[src/rtl/core/g2bp_pkg.sv]
`default_nettype none

package g2bp_pkg;

   // pixel_depth_mode codes
   localparam logic [1:0] DEPTH_2BPP = 2'd0;
   localparam logic [1:0] DEPTH_4BPP = 2'd1;
   localparam logic [1:0] DEPTH_8BPP = 2'd2;

   // configuration register indexes
   localparam int unsigned CSR_INDEX_W = 2;
   localparam logic [CSR_INDEX_W-1:0] CSR_PIXEL_DEPTH = 2'd0;
   localparam logic [CSR_INDEX_W-1:0] CSR_INVERT      = 2'd1;
   localparam int unsigned CSR_DATA_W = 8;

   // pixel masks and grey1 thresholds, pixel left aligned in a byte
   localparam logic [7:0] MASK_2BPP  = 8'hC0;
   localparam logic [7:0] MASK_4BPP  = 8'hF0;
   localparam logic [7:0] MASK_8BPP  = 8'hFF;
   localparam logic [7:0] GREY1_2BPP = 8'h80;
   localparam logic [7:0] GREY1_4BPP = 8'hA0;
   localparam logic [7:0] GREY1_8BPP = 8'hA0;

   // last byte index of a group (bpp - 1)
   localparam logic [2:0] LAST_2BPP = 3'd1;
   localparam logic [2:0] LAST_4BPP = 3'd3;
   localparam logic [2:0] LAST_8BPP = 3'd7;

   typedef struct packed {
      logic [7:0] prev;
      logic [7:0] cur;
      logic [2:0] count;
   } acc_type;

   typedef struct packed {
      acc_type    acc_next;   // state after this byte, cleared on emit
      logic       emit;       // group complete, result bytes valid
      logic [7:0] prev_byte;
      logic [7:0] cur_byte;
   } step_type;

   // {prev bit, cur bit} for one left-aligned, masked pixel
   function automatic logic [1:0] classify(input logic [7:0] pix,
                                           input logic [7:0] mask,
                                           input logic [7:0] grey1);
      logic [1:0] bits;
      if (pix == mask) begin
         bits = 2'b11;          // white
      end else if (pix == 8'h00) begin
         bits = 2'b00;          // black
      end else if (pix >= grey1) begin
         bits = 2'b10;          // grey1
      end else begin
         bits = 2'b01;          // grey2
      end
      return bits;
   endfunction

endpackage

`default_nettype wire

[src/rtl/core/g2bp_classify.sv]
`default_nettype none

// One byte's worth of pixel classification and plane shifting.
module g2bp_classify (
   input  wire logic [7:0]       pixel_byte,
   input  wire logic [1:0]       depth_mode,
   input  wire logic             invert,
   input  wire g2bp_pkg::acc_type acc,
   output g2bp_pkg::step_type    step
);
   import g2bp_pkg::*;

   logic [7:0] b;
   logic [3:0] pb2, cb2;
   logic [1:0] pb4, cb4;
   logic [1:0] bits8;
   logic [1:0] bits_t;
   logic [7:0] prev_new, cur_new;
   logic [2:0] last;
   logic       active;

   assign b = invert ? ~pixel_byte : pixel_byte;

   always_comb begin
      // 2 bpp: four pixels, leftmost pixel lands in the higher bit
      for (int n = 0; n < 4; n++) begin
         bits_t = classify({b[7-2*n -: 2], 6'b0}, MASK_2BPP, GREY1_2BPP);
         pb2[3-n] = bits_t[1];
         cb2[3-n] = bits_t[0];
      end
      for (int n = 0; n < 2; n++) begin
         bits_t = classify({b[7-4*n -: 4], 4'b0}, MASK_4BPP, GREY1_4BPP);
         pb4[1-n] = bits_t[1];
         cb4[1-n] = bits_t[0];
      end
      bits8 = classify(b, MASK_8BPP, GREY1_8BPP);
   end

   always_comb begin
      active   = 1'b1;
      prev_new = acc.prev;
      cur_new  = acc.cur;
      last     = LAST_8BPP;
      unique case (depth_mode)
         DEPTH_2BPP: begin
            prev_new = {acc.prev[3:0], pb2};
            cur_new  = {acc.cur[3:0], cb2};
            last     = LAST_2BPP;
         end
         DEPTH_4BPP: begin
            prev_new = {acc.prev[5:0], pb4};
            cur_new  = {acc.cur[5:0], cb4};
            last     = LAST_4BPP;
         end
         DEPTH_8BPP: begin
            prev_new = {acc.prev[6:0], bits8[1]};
            cur_new  = {acc.cur[6:0], bits8[0]};
            last     = LAST_8BPP;
         end
         default: begin
            active = 1'b0;      // unused code: byte dropped, state kept
         end
      endcase
   end

   always_comb begin
      step.emit      = active && (acc.count >= last);
      step.prev_byte = prev_new;
      step.cur_byte  = cur_new;
      if (!active) begin
         step.acc_next = acc;
      end else if (step.emit) begin
         step.acc_next = '0;
      end else begin
         step.acc_next.prev  = prev_new;
         step.acc_next.cur   = cur_new;
         step.acc_next.count = acc.count + 3'd1;
      end
   end

endmodule

`default_nettype wire

[src/rtl/core/grey_to_dual_bitplane_packer.sv]
`default_nettype none

// Channel  | Direction | Payload
// ---------+-----------+--------------------------------------------------
// req_     | in        | tdata[7:0] pixel_byte
// rsp_     | out       | tdata[7:0] previous_plane_byte, [15:8] current_plane_byte
// csr_     | in        | index 0 pixel_depth_mode, 1 invert_pixels
//
// One byte per cycle sustained unless a group-completing byte meets a stalled output.
// A byte is registered on transfer, classified and shifted into the plane accumulators
// as it leaves the input stage, and a finished pair of plane bytes sits in the output
// register. Synchronous active-high reset clears accumulators, group count, configuration
// and valid flags. A stalled output only holds the input stage when its byte completes a group.
module grey_to_dual_bitplane_packer (
   input  wire logic                               clock,
   input  wire logic                               reset,
   // input stream
   input  wire logic                               req_tvalid,
   output logic                                    req_tready,
   input  wire logic [7:0]                         req_tdata,   // [7:0] pixel_byte
   // result stream
   output logic                                    rsp_tvalid,
   input  wire logic                               rsp_tready,
   output logic [15:0]                             rsp_tdata,   // [7:0] previous_plane_byte,
                                                                // [15:8] current_plane_byte
   // register writes
   input  wire logic                               csr_valid,
   output logic                                    csr_ready,
   input  wire logic [g2bp_pkg::CSR_INDEX_W-1:0]   csr_index,
   input  wire logic [g2bp_pkg::CSR_DATA_W-1:0]    csr_data
);
   import g2bp_pkg::*;

   // configuration
   logic [1:0] depth_ff, depth_in;
   logic       invert_ff, invert_in;

   // input stage
   logic       s1_valid_ff, s1_valid_in;
   logic [7:0] s1_byte_ff, s1_byte_in;

   // plane accumulators and group count
   acc_type    acc_ff, acc_in;

   // output register
   logic        rsp_valid_ff, rsp_valid_in;
   logic [15:0] rsp_data_ff, rsp_data_in;

   step_type step;
   logic     rsp_free;
   logic     s1_advance;

   g2bp_classify u_classify (
      .pixel_byte (s1_byte_ff),
      .depth_mode (depth_ff),
      .invert     (invert_ff),
      .acc        (acc_ff),
      .step       (step)
   );

   assign csr_ready = 1'b1;

   // output slot opens when empty or when its pair is taken this cycle
   assign rsp_free   = !rsp_valid_ff || rsp_tready;
   // only a group-completing byte needs the output slot
   assign s1_advance = s1_valid_ff && (!step.emit || rsp_free);
   assign req_tready = !s1_valid_ff || s1_advance;

   always_comb begin
      depth_in  = depth_ff;
      invert_in = invert_ff;
      if (csr_valid && csr_ready) begin
         if (csr_index == CSR_PIXEL_DEPTH) begin
            depth_in = csr_data[1:0];
         end else if (csr_index == CSR_INVERT) begin
            invert_in = csr_data[0];
         end
      end
   end

   always_comb begin
      s1_valid_in = s1_valid_ff;
      s1_byte_in  = s1_byte_ff;
      if (req_tvalid && req_tready) begin
         s1_valid_in = 1'b1;
         s1_byte_in  = req_tdata;
      end else if (s1_advance) begin
         s1_valid_in = 1'b0;
      end
   end

   assign acc_in = s1_advance ? step.acc_next : acc_ff;

   always_comb begin
      rsp_valid_in = rsp_valid_ff;
      rsp_data_in  = rsp_data_ff;
      if (rsp_free) begin
         rsp_valid_in = s1_advance && step.emit;
         if (s1_advance && step.emit) begin
            rsp_data_in = {step.cur_byte, step.prev_byte};
         end
      end
   end

   always_ff @(posedge clock) begin
      if (reset) begin
         depth_ff     <= DEPTH_2BPP;
         invert_ff    <= 1'b0;
         s1_valid_ff  <= 1'b0;
         acc_ff       <= '0;
         rsp_valid_ff <= 1'b0;
      end else begin
         depth_ff     <= depth_in;
         invert_ff    <= invert_in;
         s1_valid_ff  <= s1_valid_in;
         acc_ff       <= acc_in;
         rsp_valid_ff <= rsp_valid_in;
      end
   end

   // payload, no reset needed
   always_ff @(posedge clock) begin
      s1_byte_ff  <= s1_byte_in;
      rsp_data_ff <= rsp_data_in;
   end

   assign rsp_tvalid = rsp_valid_ff;
   assign rsp_tdata  = rsp_data_ff;

   // a held input byte stays held
   assert property (@(posedge clock) disable iff (reset)
      s1_valid_ff && !s1_advance |=> s1_valid_ff)
      else $error("input stage byte lost while stalled");

   // a new result only comes from a byte that just left the input stage
   assert property (@(posedge clock) disable iff (reset)
      $rose(rsp_tvalid) |-> $past(s1_advance && step.emit))
      else $error("result appeared without a completed group");

   // a completed group leaves empty accumulators behind
   assert property (@(posedge clock) disable iff (reset)
      s1_advance && step.emit |=> acc_ff == '0)
      else $error("accumulators not cleared after emit");

endmodule

`default_nettype wire
[config.mk]
export PLATFORM = sky130hd
export DESIGN_NAME = grey_to_dual_bitplane_packer
export DESIGN_NICKNAME = d
export VERILOG_FILES = /design/src/rtl/core/g2bp_pkg.sv /design/src/rtl/core/g2bp_classify.sv /design/src/rtl/core/grey_to_dual_bitplane_packer.sv
export SDC_FILE = /design/constraint.sdc
export NUM_CORES = 1
export LEC_CHECK = 0
export ABC_AREA = 0
export BUFFER_PORTS_ARGS = -buffer_cell sky130_fd_sc_hd__buf_2
export CAP_MARGIN = 20
export CORE_MARGIN = 5
export CORE_UTILIZATION = 40
export DETAILED_ROUTE_END_ITERATION = 10
export SETUP_SLACK_MARGIN = 0.3
export SLEW_MARGIN = 20
export SYNTH_ARGS = -nofsm -noshare
export SYNTH_HDL_FRONTEND = slang
export SYNTH_SLANG_ARGS = --single-unit
[constraint.sdc]
create_clock -name clock -period 3.5 [get_ports clock]
set_input_delay 0.175 -clock clock [delete_from_list [all_inputs] [get_ports clock]]
set_output_delay 0.175 -clock clock [all_outputs]
set_load 0.1 [all_outputs]
==> impl_metrics.tcl <==
set metrics [dict create \
    worstSetupPathType "reg2out" \
    ctsResizeCount 0 \
    grt_max_degree 22 \
    cts.sinks 48 \
    place_congestion 0.813 \
    required_ps 3320 \
    yosysTopAreaCellShare_pct 29.5 \
    gr-total-overflow 0 \
    slew_headroom_pct 52.4 \
    ys_warn_count 0 \
    port-buffer-count 34 \
    synth-edff-count 24 \
    cts_buffers 5 \
    dieArea_um2 7780 \
    power.density_nw_per_um2 446 \
    fin_crit_sh_pct 75.8 \
    wl_per_cell_um 14.6 \
    grt_use_total_pct 13.0 \
    start_util_pct 41.3 \
    fin_ws_ps 847 \
    drt-total-wl_um 4520 \
    post_dp_cell_area_um2 2650 \
    ant_nets 0 \
    worstPathArrival_ps 2480 \
    htreeDepth 2 \
    layout_common_cells "buf_2, nor2_1, dfxtp_1, edfxtp_1, mux4_2" \
    hpwl_um 3200 \
    post_route_cells_drive_above_1_share_pct 29.4 \
    area_growth_pct 12.9 \
    clkSlewWorstSetupHoldPaths_ps 90 \
    antenna_found_initial 0 \
    finalClockSkew_ps 6.98 \
    worstSetupStartpointType "flop" \
    worst_pin_slew_ps 713 \
    remaining_drc_errors 0 \
    grt_pass1_wl_um 7790 \
    ir_worst_vdd_mv 0.298 \
    vias_per_cell 5.27 \
    final_area_um2 2760 \
    drt_pass1_iterations 4 \
    async_reset_ff_share_pct 0 \
    dp.cells 302 \
    drt-initial-drc-count 83 \
    post_cts_buffers 0 \
    fin_setup_tns_ps 0 \
    ys.flop_type "edfxtp_1" \
    ys_seq_area_share_pct 49.1 \
    ys_top_cells_by_area "edfxtp_1, dfxtp_1, mux4_2" \
    setup_viol 0 \
    grt_setup_unrepaired "false" \
    fin_crit_ps 2650 \
    swShare_pct 26.7 \
    yosysTopAreaCell "edfxtp_1" \
    core_area_um2 5920 \
    ys_ff_latch 48 \
    die_height_um 88.2 \
    status "complete, no violations" \
    total_power_mw 1.23 \
    io_pins 42 \
    crit_fanout 11 \
    post-place-ws_ps 873 \
    pwr-share-clk_pct 33.4 \
    syn_inst 203 \
    p_seq_share_pct 52.6 \
    cts_tree "yes" \
    final_cells 310 \
    insertion_delay_ps 300 \
    syn-mean-instance-area_um2 12.0 \
    cts_root_buffer "clkbuf_8" \
    power_switching_mw 0.328 \
    synth_nets 229 \
    p_int_mw 0.902 \
    min_path_type "in2reg" \
    critPathCaptureType "output port" \
    max_freq_mhz 377 \
    num_vias 1635 \
    layout_commonest_cell "buf_2" \
    slew_viol_final 0 \
    row_count 28 \
    fin_util_pct 46.6 \
    max_cap_viol_count 0 \
    clock_path_buffers 2 \
    finalHoldViolations 0 \
    min_from "req_tdata[2]" \
    cellLeakagePower_nw 1.05 \
    pwr-share-comb_pct 14.0 \
    postCtsHoldBufs 0 \
    antenna_cells 0 \
    finalNetCount 260 \
    rr_startpoint "depth_ff[1]" \
    synth_area_um2 2450 \
    worstSetupStartpoint "depth_ff[1]" \
    grt_pass1_vias 1552 \
    synth_cell_types 50 \
    die_width_um 88.2 \
    hold_ws_ps 39.8 \
]
-- routing by layer --
| metal | GRT usage [%] | wire (um) |
|---|---|---|
| met3 | 2.73 | 262 |
| met2 | 19.6 | 1990 |
| met4 | 4.26 | 53 |
| met5 | 0 | 0 |
| met1 | 18.6 | 2210 |
-- worst paths after layout --
check,end,depth (start not counted),slack (ps)
worst min-delay path,s1_byte_ff[2],1,40
worst max-delay path,req_tready,7,850
worst min register to register,acc_ff[18],2,520
worst max register to register,s1_byte_ff[7],6,890
-- layout make-up --
cell class                 instances  area, um2
clock buffer                       5       68.8
clock inverter                     3       46.3
fill                             545       3160
inverter                           6       22.5
multi-input combinational        135       1130
sequential                        48       1200
tap                               75       93.8
timing repair buffer              38        200
-- cells in the mapped netlist (all sizes together) (2+ instances only) --
library cell  instances
edfxtp               24
dfxtp                24
ha                    3
inv                   6
nor2                 30
nor3                  4
a211oi                2
mux4                 13
a32o                  2
a31oi                 2
a22oi                 6
nand2b                4
xor2                  7
buf                  13
xnor2                 2
o211ai                3
nand2                 4
o21ai                 8
a21oi                 9
mux2i                10
nand3                 9
-- critical path, stage by stage, from the launching register on --
cell     delay [ps]
dfxtp_1         620
nor2_1          140
ha_1            300
a21o_1          240
a21oi_4         260
nor2_1          110
nand2_1          90
buf_2           420
-- state kept, by name (all words and copies together), names as in the netlist --
| signal | flops |
|---|---|
| acc_ff | 19 |
| depth_ff | 2 |
| invert_ff | 1 |
| rsp_tdata | 16 |
| rsp_tvalid | 1 |
| s1_byte_ff | 8 |
| s1_valid_ff | 1 |
-- logic make-up (layout without fill, tap and decap cells) --
| family | Yosys count | after routing | synth area share (%) |
|---|---|---|---|
| AOI/OAI and AO/OA | 42 | 42 | 13.7 |
| buffers and inverters | 20 | 52 | 4.76 |
| DFF | 48 | 48 | 49.1 |
| and+or+nand+nor | 57 | 57 | 11.5 |
| other | 1 | 1 | 0.153 |
| xor gates and xnor gates | 9 | 9 | 3.22 |
| adders and majority gates | 3 | 3 | 1.53 |
| muxes | 23 | 23 | 16.1 |
-- power by group through the flow --
stage | logic [mW] | clock network [mW] | registers (mW)
2_1_floorplan | 0.128 | 0 | 0.670
3_3_place_gp | 0.170 | 0 | 0.660
3_5_place_dp | 0.173 | 0 | 0.660
4_1_cts | 0.173 | 0.421 | 0.647
5_1_grt | 0.191 | 0.446 | 0.652
6_report | 0.172 | 0.411 | 0.647
Power figures use the tool's default switching activity.
